===== src/rtl/ofdmcp_fifo.sv =====
// small register queue between the front and back parts
module ofdmcp_fifo #(
	parameter int WIDTH = 72,
	parameter int DEPTH = 4
) (
	input  logic                       clk,
	input  logic                       arst_n,
	input  logic                       push,
	input  logic [WIDTH-1:0]           push_data,
	input  logic                       pop,
	output logic                       head_valid,
	output logic [WIDTH-1:0]           head_data,
	output logic [$clog2(DEPTH+1)-1:0] count
);

	localparam int PW = $clog2(DEPTH);
	localparam int CW = $clog2(DEPTH + 1);

	logic [WIDTH-1:0] mem_q [DEPTH];
	logic [PW-1:0]    wr_ptr_q;
	logic [PW-1:0]    rd_ptr_q;
	logic [CW-1:0]    count_q;

	always_ff @(posedge clk or negedge arst_n) begin
		if (!arst_n) begin
			wr_ptr_q <= '0;
			rd_ptr_q <= '0;
			count_q  <= '0;
		end else begin
			if (push) begin
				wr_ptr_q <= (wr_ptr_q == PW'(DEPTH - 1)) ? '0 : wr_ptr_q + PW'(1);
			end
			if (pop) begin
				rd_ptr_q <= (rd_ptr_q == PW'(DEPTH - 1)) ? '0 : rd_ptr_q + PW'(1);
			end
			if (push && !pop) begin
				count_q <= count_q + CW'(1);
			end else if (pop && !push) begin
				count_q <= count_q - CW'(1);
			end
		end
	end

	always_ff @(posedge clk) begin
		if (push) begin
			mem_q[wr_ptr_q] <= push_data;
		end
	end

	assign head_valid = (count_q != '0);
	assign head_data  = mem_q[rd_ptr_q];
	assign count      = count_q;

endmodule


===== config.mk =====
export PLATFORM = sky130hd
export DESIGN_NAME = ofdmcp_fifo
export DESIGN_NICKNAME = d
export VERILOG_FILES = /design/src/rtl/ofdmcp_fifo.sv
export SDC_FILE = /design/constraint.sdc
export NUM_CORES = 1
export LEC_CHECK = 0
export BUFFER_PORTS_ARGS = -buffer_cell sky130_fd_sc_hd__buf_4
export CAP_MARGIN = 20
export CORE_ASPECT_RATIO = 0.7
export CORE_MARGIN = 2
export CORE_UTILIZATION = 25
export CTS_CLUSTER_DIAMETER = 120
export DETAILED_ROUTE_END_ITERATION = 8
export GPL_ROUTABILITY_DRIVEN = 0
export REMOVE_ABC_BUFFERS = 1
export SETUP_SLACK_MARGIN = 0.1
export SLEW_MARGIN = 20
export SYNTH_ARGS = -nofsm -noshare
export SYNTH_HDL_FRONTEND = slang
export SYNTH_SLANG_ARGS = --single-unit

===== constraint.sdc =====
create_clock -name clk -period 3.5 [get_ports clk]
set_input_delay 0.35 -clock clk [delete_from_list [all_inputs] [get_ports clk]]
set_output_delay 0.35 -clock clk [all_outputs]
set_load 0.005 [all_outputs]

==> run summary <==
Outcome: complete, no violations
Most common cell after layout, fill and taps aside: edfxtp_1
WS Path Type: flop to output port
Layout area overhead: 32.0%
Synth top area cells: edfxtp_1 80%, mux4_2 15%, dfrtp_1 1.6%
Antenna-violating nets left: 0
Initial Util: 25.4%
Site Rows: 63
CP max-delay cell: dfrtp_4
Seq cells post-synth: 295
Total die area: 44900 sq um
Vias in the first global route: 5471
GRT overflow: 0
Iteration-0 DRC Markers: 232
Pwr/cell area: 756 nW/um^2
Tmin final: 2790 ps
Layout cells sized above 1: 41.4%
Bufs and invs on worst path: 2
CTS H-tree depth: 1
Critical path cell sequence: buf_12, mux4_2, buf_4
Initial antenna violation count: 1
Vias: 5056
Syn Inst Count: 412
CP startpoint kind: flop
FF+latch area: 8830 sq um
Die Y: 178 microns
Post-synth cell types: 17
Antenna diodes: 0
IO Count: 152
Area leader, netlist: edfxtp_1
Sink Count: 295
Max_slew headroom: 56.1%
Total of fill cells in the finished design: 3975
Tightest Pin Transition: 658 ps
Detailed Routing Iterations Pass 1: 4
Routed WL: 22000 microns
Largest stage delay, worst path: 700 ps
Hold Fails Final Rpt: 0
Cts bufs inserted: 29
Top Family by Delay on Critical Path: flip-flops
Mapped Area: 10800 sq um
Post-Place Cell Area: 12600 sq um
CTS Buffer Depth: 3
Most frequent cells in the layout: 288 x edfxtp_1, 154 x buf_4, 73 x dlygate4sd3_1
WL/cell: 17.9 microns
Crit end category: output port
Total setup buffers inserted after CTS: 0
Worst Skew: 19.2 ps
Register area share after synthesis: 81.7%
Syn. warnings: 0
Via density: 4.11
CTS tree: built
CTS Root Cell: clkbuf_16
Area of the multi-input gates: 1850 sq um
Max-cap violations: 0
GRT Overall Usage: 9.70%
Max Clk Rate: 0.358 GHz
PostCTS Resize Cnt: 0
Yosys top cell area share: 80.1%
Clk pin slew, worst setup/hold paths: 60 ps
Syn_area_per_cell: 26.2 sq um
VDD IR-drop max: 0.436 mV
Final #Nets: 742
RSZ-0062 raised after global routing: no
Port bufs: 151
DRC: 0
Crit path arrival time: 2440 ps
Max Slew Vio Count: 0
Setup violators final: 0
Finished Cell Area: 14300 sq um
CP max FO: 42
Crit path required time: 3150 ps
Die width: 252 microns
Largest net degree at the start of global routing: 73
Hold WC Path Type: input pin to flop
Clock Latency Late Sink: 560 ps
Core box area: 42500 sq um
First-pass GRT wire length: 32900 microns
Final Cycle Share: 79.8%
LEAKAGE: 4.82 nW
Hold buffer count at CTS: 73
HPWL Detailed: 12900 microns
Total chip power: 10.8 mW
-- registers in the layout, summed over array words and instances, names as in the netlist --
signal	count
count	3
mem_q	288
rd_ptr_q	2
wr_ptr_q	2
-- final timing paths --
path | start | end | slack, ps | depth (start not counted)
worst max register to register | wr_ptr_q[1] | mem_q[1][37] | 1510 | 4
max in group asynchronous | arst_n | rd_ptr_q[0] | 3220 | 2
worst min-delay path | push | wr_ptr_q[0] | 50 | 2
min in group asynchronous | arst_n | rd_ptr_q[1] | 140 | 2
worst max-delay path | rd_ptr_q[0] | head_data[3] | 710 | 3
worst min register to register | count[2] | count[2] | 510 | 1
-- worst reg2reg max path, cell delays in order, from the launching register on --
cell and delay, ps:
dfrtp_1 400, inv_1 90, ha_1 140, and2_4 460, buf_4 490
-- synth_stat cells (all sizes together) --
cell	instances
nor2	3
edfxtp	288
mux2	3
xnor2	1
xor2	2
fa	1
and2	4
mux4	72
or3	1
inv	4
buf	16
nand2	2
dfrtp	7
o21ai	2
ha	6
-- kinds of logic (layout without fill, tap and decap cells) --
kind of cell             after synthesis  after routing  synth area share (%)
flip-flops                           295            295                  81.7
AO/OA/AOI/OAI                          2              2                0.0927
multiplexers                          75             75                  15.3
XOR/XNOR                               3              3                 0.243
buffers and inverters                 20            287                  1.31
adder cells (fa/ha/maj)                7              7                 0.880
AND/OR/NAND/NOR                       10             10                 0.463
-- power by group --
| group | leakage, nW | internal (mW) | switching [mW] | total [mW] |
|---|---|---|---|---|
| logic | 1.67 | 1.72 | 1.28 | 3.00 |
| registers | 2.73 | 4.53 | 0.306 | 4.84 |
| clock network | 0.428 | 1.66 | 1.28 | 2.93 |
| total | 4.82 | 7.91 | 2.87 | 10.8 |
-- per-stage QoR --
stage | TNS [ps] | instances | utilization [%] | worst slack, ps | hold WS [ps]
2_1_floorplan | -30060 | 396 | - | -410 | 54.4
3_3_place_gp | 0 | 1107 | 29.7 | 1210 | 171
3_5_place_dp | 0 | 1107 | 29.7 | 1210 | 172
4_1_cts | 0 | 1231 | 33.6 | 582 | 8.02
5_1_grt | 0 | 1231 | 33.6 | 505 | 33.1
6_report | 0 | 1231 | 33.6 | 706 | 47.8
-- cell type report --
class | count | share of cell area (%)
sequential | 295 | 62.0
timing repair buffer | 232 | 13.9
multi-input combinational | 97 | 13.0
clock buffer | 33 | 5.20
tap | 552 | 4.85
clock inverter | 18 | 1.01
inverter | 4 | 0.105
-- per-layer routing --
layer / GRT usage, % / routed length [microns] / vias to the layer above
met5: 0 / 0 / -
met4: 2.29 / 492 / 0
li1: - / - / 2263
met1: 12.5 / 9470 / 2646
met3: 2.45 / 1090 / 30
met2: 16.4 / 11000 / 117
Note: power is estimated with default switching activity, not from simulation.
