<file path="config.mk">
export PLATFORM = sky130hd
export DESIGN_NAME = ofdmcp_back
export DESIGN_NICKNAME = d
export VERILOG_FILES = /design/src/rtl/ofdmcp_pkg.sv /design/src/rtl/ofdmcp_back.sv
export SDC_FILE = /design/constraint.sdc
export NUM_CORES = 1
export LEC_CHECK = 0
export ABC_AREA = 0
export BUFFER_PORTS_ARGS = -buffer_cell sky130_fd_sc_hd__buf_2
export CORE_ASPECT_RATIO = 1.4
export CORE_MARGIN = 2
export CORE_UTILIZATION = 50
export CTS_CLUSTER_DIAMETER = 30
export DETAILED_ROUTE_END_ITERATION = 10
export HOLD_SLACK_MARGIN = 0.02
export PLACE_DENSITY = 0.67
export SYNTH_ARGS = -nofsm -noshare
export SYNTH_HDL_FRONTEND = slang
export SYNTH_SLANG_ARGS = --single-unit
</file>
<file path="constraint.sdc">
create_clock -name clk -period 19.53 [get_ports clk]
set_input_delay 2.9295 -clock clk [delete_from_list [all_inputs] [get_ports clk]]
set_output_delay 2.9295 -clock clk [all_outputs]
set_load 0.05 [all_outputs]
</file>
<file path="src/rtl/ofdmcp_pkg.sv">
// shared types and constants for the cyclic prefix inserter with sync underlay
package ofdmcp_pkg;

	typedef enum logic [1:0] {
		ACT_PUSH       = 2'd0,
		ACT_PULL       = 2'd1,
		ACT_LOAD_SHORT = 2'd2,
		ACT_LOAD_LONG  = 2'd3
	} action_t;

	localparam int CFG_AW = 3;
	localparam int CFG_DW = 24;

	localparam logic [CFG_AW-1:0] CFG_SYMBOL_LEN  = 3'd0;
	localparam logic [CFG_AW-1:0] CFG_PREFIX_LEN  = 3'd1;
	localparam logic [CFG_AW-1:0] CFG_SHORT_LEN   = 3'd2;
	localparam logic [CFG_AW-1:0] CFG_SHORT_REPS  = 3'd3;
	localparam logic [CFG_AW-1:0] CFG_LONG_LEN    = 3'd4;
	localparam logic [CFG_AW-1:0] CFG_PAYLOAD_LEN = 3'd5;
	localparam logic [CFG_AW-1:0] CFG_SYNC_GAIN   = 3'd6;

	localparam int SYMBOL_LEN_W  = 11;
	localparam int PREFIX_LEN_W  = 11;
	localparam int SHORT_LEN_W   = 9;
	localparam int SHORT_REPS_W  = 8;
	localparam int LONG_LEN_W    = 9;
	localparam int PAYLOAD_LEN_W = 24;
	localparam int GAIN_W        = 16;
	localparam int GAIN_FRAC     = 12;
	localparam int ENTRY_W       = 16;
	localparam int TIDX_W        = 8;
	localparam int SREG_W        = SHORT_REPS_W + SHORT_LEN_W;
	localparam int SLEND_W       = SREG_W + 1;
	localparam int FRAME_W       = 25;

	localparam logic [SYMBOL_LEN_W-1:0]  RST_SYMBOL_LEN  = 11'd64;
	localparam logic [PREFIX_LEN_W-1:0]  RST_PREFIX_LEN  = 11'd16;
	localparam logic [SHORT_LEN_W-1:0]   RST_SHORT_LEN   = 9'd16;
	localparam logic [SHORT_REPS_W-1:0]  RST_SHORT_REPS  = 8'd10;
	localparam logic [LONG_LEN_W-1:0]    RST_LONG_LEN    = 9'd160;
	localparam logic [PAYLOAD_LEN_W-1:0] RST_PAYLOAD_LEN = 24'd800;
	localparam logic [GAIN_W-1:0]        RST_SYNC_GAIN   = 16'd4096;

	localparam int QUEUE_DEPTH = 4;
	localparam int QCNT_W      = $clog2(QUEUE_DEPTH + 1);

	typedef struct packed {
		logic add_en;
		logic overrun;
		logic symbol_end;
		logic valid_res;
	} pull_flags_t;

	typedef struct packed {
		logic overrun;
		logic clipped;
		logic valid_res;
	} out_flags_t;

endpackage

</file>
<file path="src/rtl/ofdmcp_back.sv">
// back part: sequence scaling, add, saturation and output register
module ofdmcp_back #(
	parameter int SAMPLE_BITS = 16
) (
	input  logic                                 clk,
	input  logic                                 arst_n,
	input  logic                                 q_valid,
	output logic                                 q_pop,
	input  ofdmcp_pkg::pull_flags_t              q_flags,
	input  logic signed [SAMPLE_BITS-1:0]        q_smp_re,
	input  logic signed [SAMPLE_BITS-1:0]        q_smp_im,
	input  logic signed [ofdmcp_pkg::ENTRY_W-1:0] q_ent_re,
	input  logic signed [ofdmcp_pkg::ENTRY_W-1:0] q_ent_im,
	input  logic [ofdmcp_pkg::GAIN_W-1:0]        sync_gain,
	output logic                                 m_tvalid,
	input  logic                                 m_tready,
	output logic signed [SAMPLE_BITS-1:0]        out_re,
	output logic signed [SAMPLE_BITS-1:0]        out_im,
	output logic                                 symbol_end,
	output ofdmcp_pkg::out_flags_t               out_flags
);

	import ofdmcp_pkg::*;

	localparam int PROD_W = ENTRY_W + GAIN_W + 1;
	localparam int RND_W  = PROD_W + 1;
	localparam int ADD_W  = RND_W - GAIN_FRAC;
	localparam int SUM_W  = ((SAMPLE_BITS > ADD_W) ? SAMPLE_BITS : ADD_W) + 1;
	localparam logic signed [RND_W-1:0] ROUND_HALF = RND_W'(1 << (GAIN_FRAC - 1));
	localparam logic signed [SUM_W-1:0] SAT_HI = SUM_W'((1 << (SAMPLE_BITS - 1)) - 1);
	localparam logic signed [SUM_W-1:0] SAT_LO = SUM_W'(-(1 << (SAMPLE_BITS - 1)));

	function automatic logic [SAMPLE_BITS:0] saturate(input logic signed [SUM_W-1:0] v);
		logic [SAMPLE_BITS:0] r;
		if (v > SAT_HI) begin
			r = {1'b1, SAT_HI[SAMPLE_BITS-1:0]};
		end else if (v < SAT_LO) begin
			r = {1'b1, SAT_LO[SAMPLE_BITS-1:0]};
		end else begin
			r = {1'b0, v[SAMPLE_BITS-1:0]};
		end
		return r;
	endfunction

	logic                           valid_s1;
	pull_flags_t                    flags_s1;
	logic signed [SAMPLE_BITS-1:0]  smp_re_s1, smp_im_s1;
	logic signed [PROD_W-1:0]       prod_re_s1, prod_im_s1;

	logic                           valid_s2;
	logic signed [SAMPLE_BITS-1:0]  out_re_s2, out_im_s2;
	logic                           end_s2;
	out_flags_t                     oflags_s2;

	logic                           adv1, adv2;
	logic signed [RND_W-1:0]        rnd_re, rnd_im;
	logic signed [ADD_W-1:0]        add_re, add_im;
	logic signed [SUM_W-1:0]        sum_re, sum_im;
	logic [SAMPLE_BITS:0]           sat_re, sat_im;

	assign adv2  = !valid_s2 || m_tready;
	assign adv1  = !valid_s1 || adv2;
	assign q_pop = q_valid && adv1;

	always_ff @(posedge clk or negedge arst_n) begin
		if (!arst_n) begin
			valid_s1 <= 1'b0;
			valid_s2 <= 1'b0;
		end else begin
			if (adv1) begin
				valid_s1 <= q_valid;
			end
			if (adv2) begin
				valid_s2 <= valid_s1;
			end
		end
	end

	always_ff @(posedge clk) begin
		if (q_pop) begin
			flags_s1   <= q_flags;
			smp_re_s1  <= q_smp_re;
			smp_im_s1  <= q_smp_im;
			prod_re_s1 <= PROD_W'(q_ent_re) * $signed({1'b0, sync_gain});
			prod_im_s1 <= PROD_W'(q_ent_im) * $signed({1'b0, sync_gain});
		end
	end

	// round half up, then add in sample units
	always_comb begin
		rnd_re = RND_W'(prod_re_s1) + ROUND_HALF;
		rnd_im = RND_W'(prod_im_s1) + ROUND_HALF;
		add_re = flags_s1.add_en ? rnd_re[RND_W-1:GAIN_FRAC] : '0;
		add_im = flags_s1.add_en ? rnd_im[RND_W-1:GAIN_FRAC] : '0;
		sum_re = SUM_W'(smp_re_s1) + SUM_W'(add_re);
		sum_im = SUM_W'(smp_im_s1) + SUM_W'(add_im);
		sat_re = saturate(sum_re);
		sat_im = saturate(sum_im);
	end

	always_ff @(posedge clk) begin
		if (adv2 && valid_s1) begin
			if (flags_s1.valid_res) begin
				out_re_s2         <= sat_re[SAMPLE_BITS-1:0];
				out_im_s2         <= sat_im[SAMPLE_BITS-1:0];
				oflags_s2.clipped <= sat_re[SAMPLE_BITS] || sat_im[SAMPLE_BITS];
			end else begin
				out_re_s2         <= '0;
				out_im_s2         <= '0;
				oflags_s2.clipped <= 1'b0;
			end
			oflags_s2.valid_res <= flags_s1.valid_res;
			oflags_s2.overrun   <= flags_s1.overrun;
			end_s2              <= flags_s1.symbol_end;
		end
	end

	assign m_tvalid   = valid_s2;
	assign out_re     = out_re_s2;
	assign out_im     = out_im_s2;
	assign symbol_end = end_s2;
	assign out_flags  = oflags_s2;

endmodule
</file>
==> summary.txt <==
Setup path
  • Worst EP arrival: 9.15 ns
  • CP Max Fanout: 32
  • Crit start category: input port
  • R2r setup slk: 14.64 ns
  • Setup CP Type: input port to register
  • R2R cell count: 17
  • WP data required: 19.70 ns
  • Worst flop-to-flop path endpoint: out_im[9]
  • Worst reg2reg startpoint: prod_im_s1[14]
  • Critical path endpoint category: register

GRT
  • Initial antenna violation count: 3
  • GRT overflow: 0
  • Largest net degree at the start of global routing: 81
  • GR Util All Layers: 0.242
  • Number of global-route vias before repair: 19000
  • First-pass GRT wire length: 95400 um

Worst hold path
  • Hold Path Depth: 0
  • Worst Hold Class: register to register
  • Hold_sp: flags_s1[1]
  • Worst hold endpoint: symbol_end

Finish
  • Syn-to-layout area delta: 6.81%
  • Final #Nets: 3378
  • Final Cell Area: 25600 um2
  • Share of layout cells above drive strength 1: 0.0684

Placed design
  • DP HPWL: 45300 um
  • GPL Wtd Cong: 0.909
  • Placed Area: 25000 um2
  • I/O Buffers: 125

Synthesis
  • Yosys top cell by area: fa_1
  • Yosys reg bits: 118
  • Ys flop type: edfxtp_1
  • Syn Inst Count: 2569
  • Syn_nets: 3329
  • Post-synth EDFFs: 116
  • Post-synthesis sequential area ratio: 0.147
  • Avg Cell Area, Syn: 9.33 um2
  • Yosys warning count: 0
  • Synth Cell Area: 24000 um2
  • Yosys top cell area share: 0.324
  • Top cells by area, synth: fa_1 32%, ha_1 15%, edfxtp_1 15%
  • Post-synth ARST share: 0.0169
  • Yosys cell types: 75

Floorplan
  • Area of the core: 47200 um2
  • Die area: 49700 um2
  • Chip Height: 263 um
  • Initial Util: 0.508
  • I/O pin total: 126
  • Row count: 94
  • Width of the chip: 189 um

STA
  • Worst Max-Slew Pin Slew: 1.01 ns
  • Final hold violations: 0
  • Setup Viol. Count Final: 0
  • RSZ-0062 raised after global routing: no
  • Part of the cycle the worst path needs: 0.460
  • Min Tclk post-route: 8.98 ns
  • Slew Limit Fails: 0
  • Fmax: 111 MHz
  • Worst Clk Skew: 0.00796 ns
  • Slew margin rel.: 0.327
  • Post-route setup TNS: 0 ns

Detailed routing
  • First-pass DRT Iterations: 5
  • Post-route ant nets: 0
  • DR DRC count: 0
  • Routed vias/inst: 5.37
  • Wire per inst: 17.6 um
  • Vias: 17500
  • First DRT Iteration DRCs: 836
  • Detailed Route WL: 57400 um

Power and ir drop
  • Pwr per Cell Area: 175 nW/um2
  • Peak supply drop: 200 uV
  • Leakage: 12.7 nW

CTS
  • CTS tree: built
  • Post CTS Setup Buffer Count: 0
  • Post-CTS Resized: 0
  • H-tree depth: 4
  • CTS clk-pin slew, worst paths: 0.05 ns
  • Total CTS buffers: 17
  • Clock Latency Late Sink: 0.43 ns
  • Hold-fix buffers at CTS: 0
  • Worst-case clock buffer depth: 2
  • CTS Root Cell: clkbuf_16
  • Clock sink count: 118

Status
  • Status: completed

Flow run
  • Max-Cap Viols: 0
==> logic make-up after synthesis <==
family / after synthesis / share of synthesized area
adders and majority gates: 672 / 0.472
buffers and inverters: 593 / 0.0935
and+or+nand+nor: 809 / 0.170
xor gates and xnor gates: 109 / 0.0398
AOI/OAI and AO/OA: 268 / 0.0769
DFF: 118 / 0.147
==> layout make-up <==
cell class              instances  area [um2]
inverters                     494        1850
well taps                     624         781
flip-flops and latches        118        3530
clock inverters                13         139
diodes                          1        2.50
clock buffers                  18         429
multi-input cells            1858       18200
repair buffers                129         656
fillers                      4260       21600
==> cell usage after synthesis (all sizes together), types with 6 or more instances <==
cell    count
edfxtp    116
fa        388
o21a       15
nand2b     26
nor3       17
nand2     313
and3       11
a21boi     10
a31oi      10
a211oi      9
ha        284
or2         6
a21oi      75
o21ai      49
clkbuf     94
xnor2      79
nor2b      10
inv       494
o211a       7
xor2       30
or3         9
nor2       71
nand3      38
a31o       14
nand4      19
a21o       40
and2      270
nand3b      6
==> worst max path at each step <==
stage                        from              to  slack [ns]
floorplan                m_tready           q_pop        6.76
global placement    sync_gain[11]  prod_im_s1[32]       10.25
detailed placement  sync_gain[11]  prod_im_s1[32]       10.13
CTS                 sync_gain[11]  prod_im_s1[32]       10.57
global route        sync_gain[11]  prod_im_s1[32]       10.15
finish              sync_gain[11]  prod_im_s1[32]       10.55
==> per-layer routing <==
| layer | up-vias | GRT usage | part of all wire |
|---|---|---|---|
| met5 | - | 0 | 0.00023 |
| met4 | 2 | 0.0773 | 0.029 |
| met2 | 486 | 0.451 | 0.53 |
| met1 | 8725 | 0.291 | 0.39 |
| met3 | 95 | 0.0241 | 0.050 |
| li1 | 8170 | - | - |
==> cells in the final DEF, fill, tap and decap left out, types with 5 or more instances in the layout <==
cell       netlist  routed
a31o_1          13      13
nor2b_1          9       9
o21a_1          15      15
nand2b_1        26      26
fa_1           388     388
ha_1           284     284
clkbuf_16        0      17
or2_2            6       6
buf_2            3     125
nand2_1        313     313
o21ai_0         44      44
nor3_1          15      15
or3_1            9       9
nand3b_1         6       6
and3_1          11      11
a211oi_1         6       6
a21oi_1         72      72
inv_1          492     492
edfxtp_1       116     116
nand4_1         19      19
xnor2_1         79      79
xor2_1          30      30
a21boi_0         8       7
a21o_1          40      40
and2_1         269     269
nor4_1           5       5
a31oi_1         10      10
o211a_1          7       7
nand3_1         37      37
nor2_1          71      71
clkinv_1         0       5
==> per-stage QoR <==
stage | hold WS [ns] | cells | power [mW] | setup WS, ns | util
floorplan | 0.400 | 2569 | 3.26 | 6.76 | -
global placement | 0.419 | 3223 | 4.04 | 10.25 | 0.531
detailed placement | 0.413 | 3223 | 4.15 | 10.13 | 0.531
CTS | 0.425 | 3254 | 4.49 | 10.57 | 0.543
global route | 0.438 | 3254 | 5.00 | 10.15 | 0.543
finish | 0.420 | 3255 | 4.47 | 10.55 | 0.543
==> power by group <==
part / switching [mW] / internal [mW] / total [mW]
clock: 0.104 / 0.196 / 0.300
sequential: 0.0474 / 0.529 / 0.577
combinational: 2.08 / 1.51 / 3.59
total: 2.23 / 2.24 / 4.47
==> worst max-delay path, cell delays in order <==
cell       delay, ns
buf_2           0.52
nand2_1         0.17
fa_1            0.55
fa_1            0.51
fa_1            0.51
inv_1           0.06
fa_1            0.50
fa_1            0.49
inv_1           0.05
fa_1            0.47
inv_1           0.04
ha_1            0.31
and2_1          0.19
nor3_1          0.19
o21ai_0         0.17
a32o_1          0.38
o2bb2ai_1       0.25
a221oi_1        0.38
o31ai_1         0.16
a21oi_1         0.19
xnor2_1         0.08
==> state kept, by name, indices dropped and copies added, names as in the netlist, 3 cells and up <==
register	cells
flags_s1	4
out_flags	3
out_im	16
out_re	16
prod_im_s1	22
prod_re_s1	22
smp_im_s1	16
smp_re_s1	16
Power figures use the tool's default switching activity.
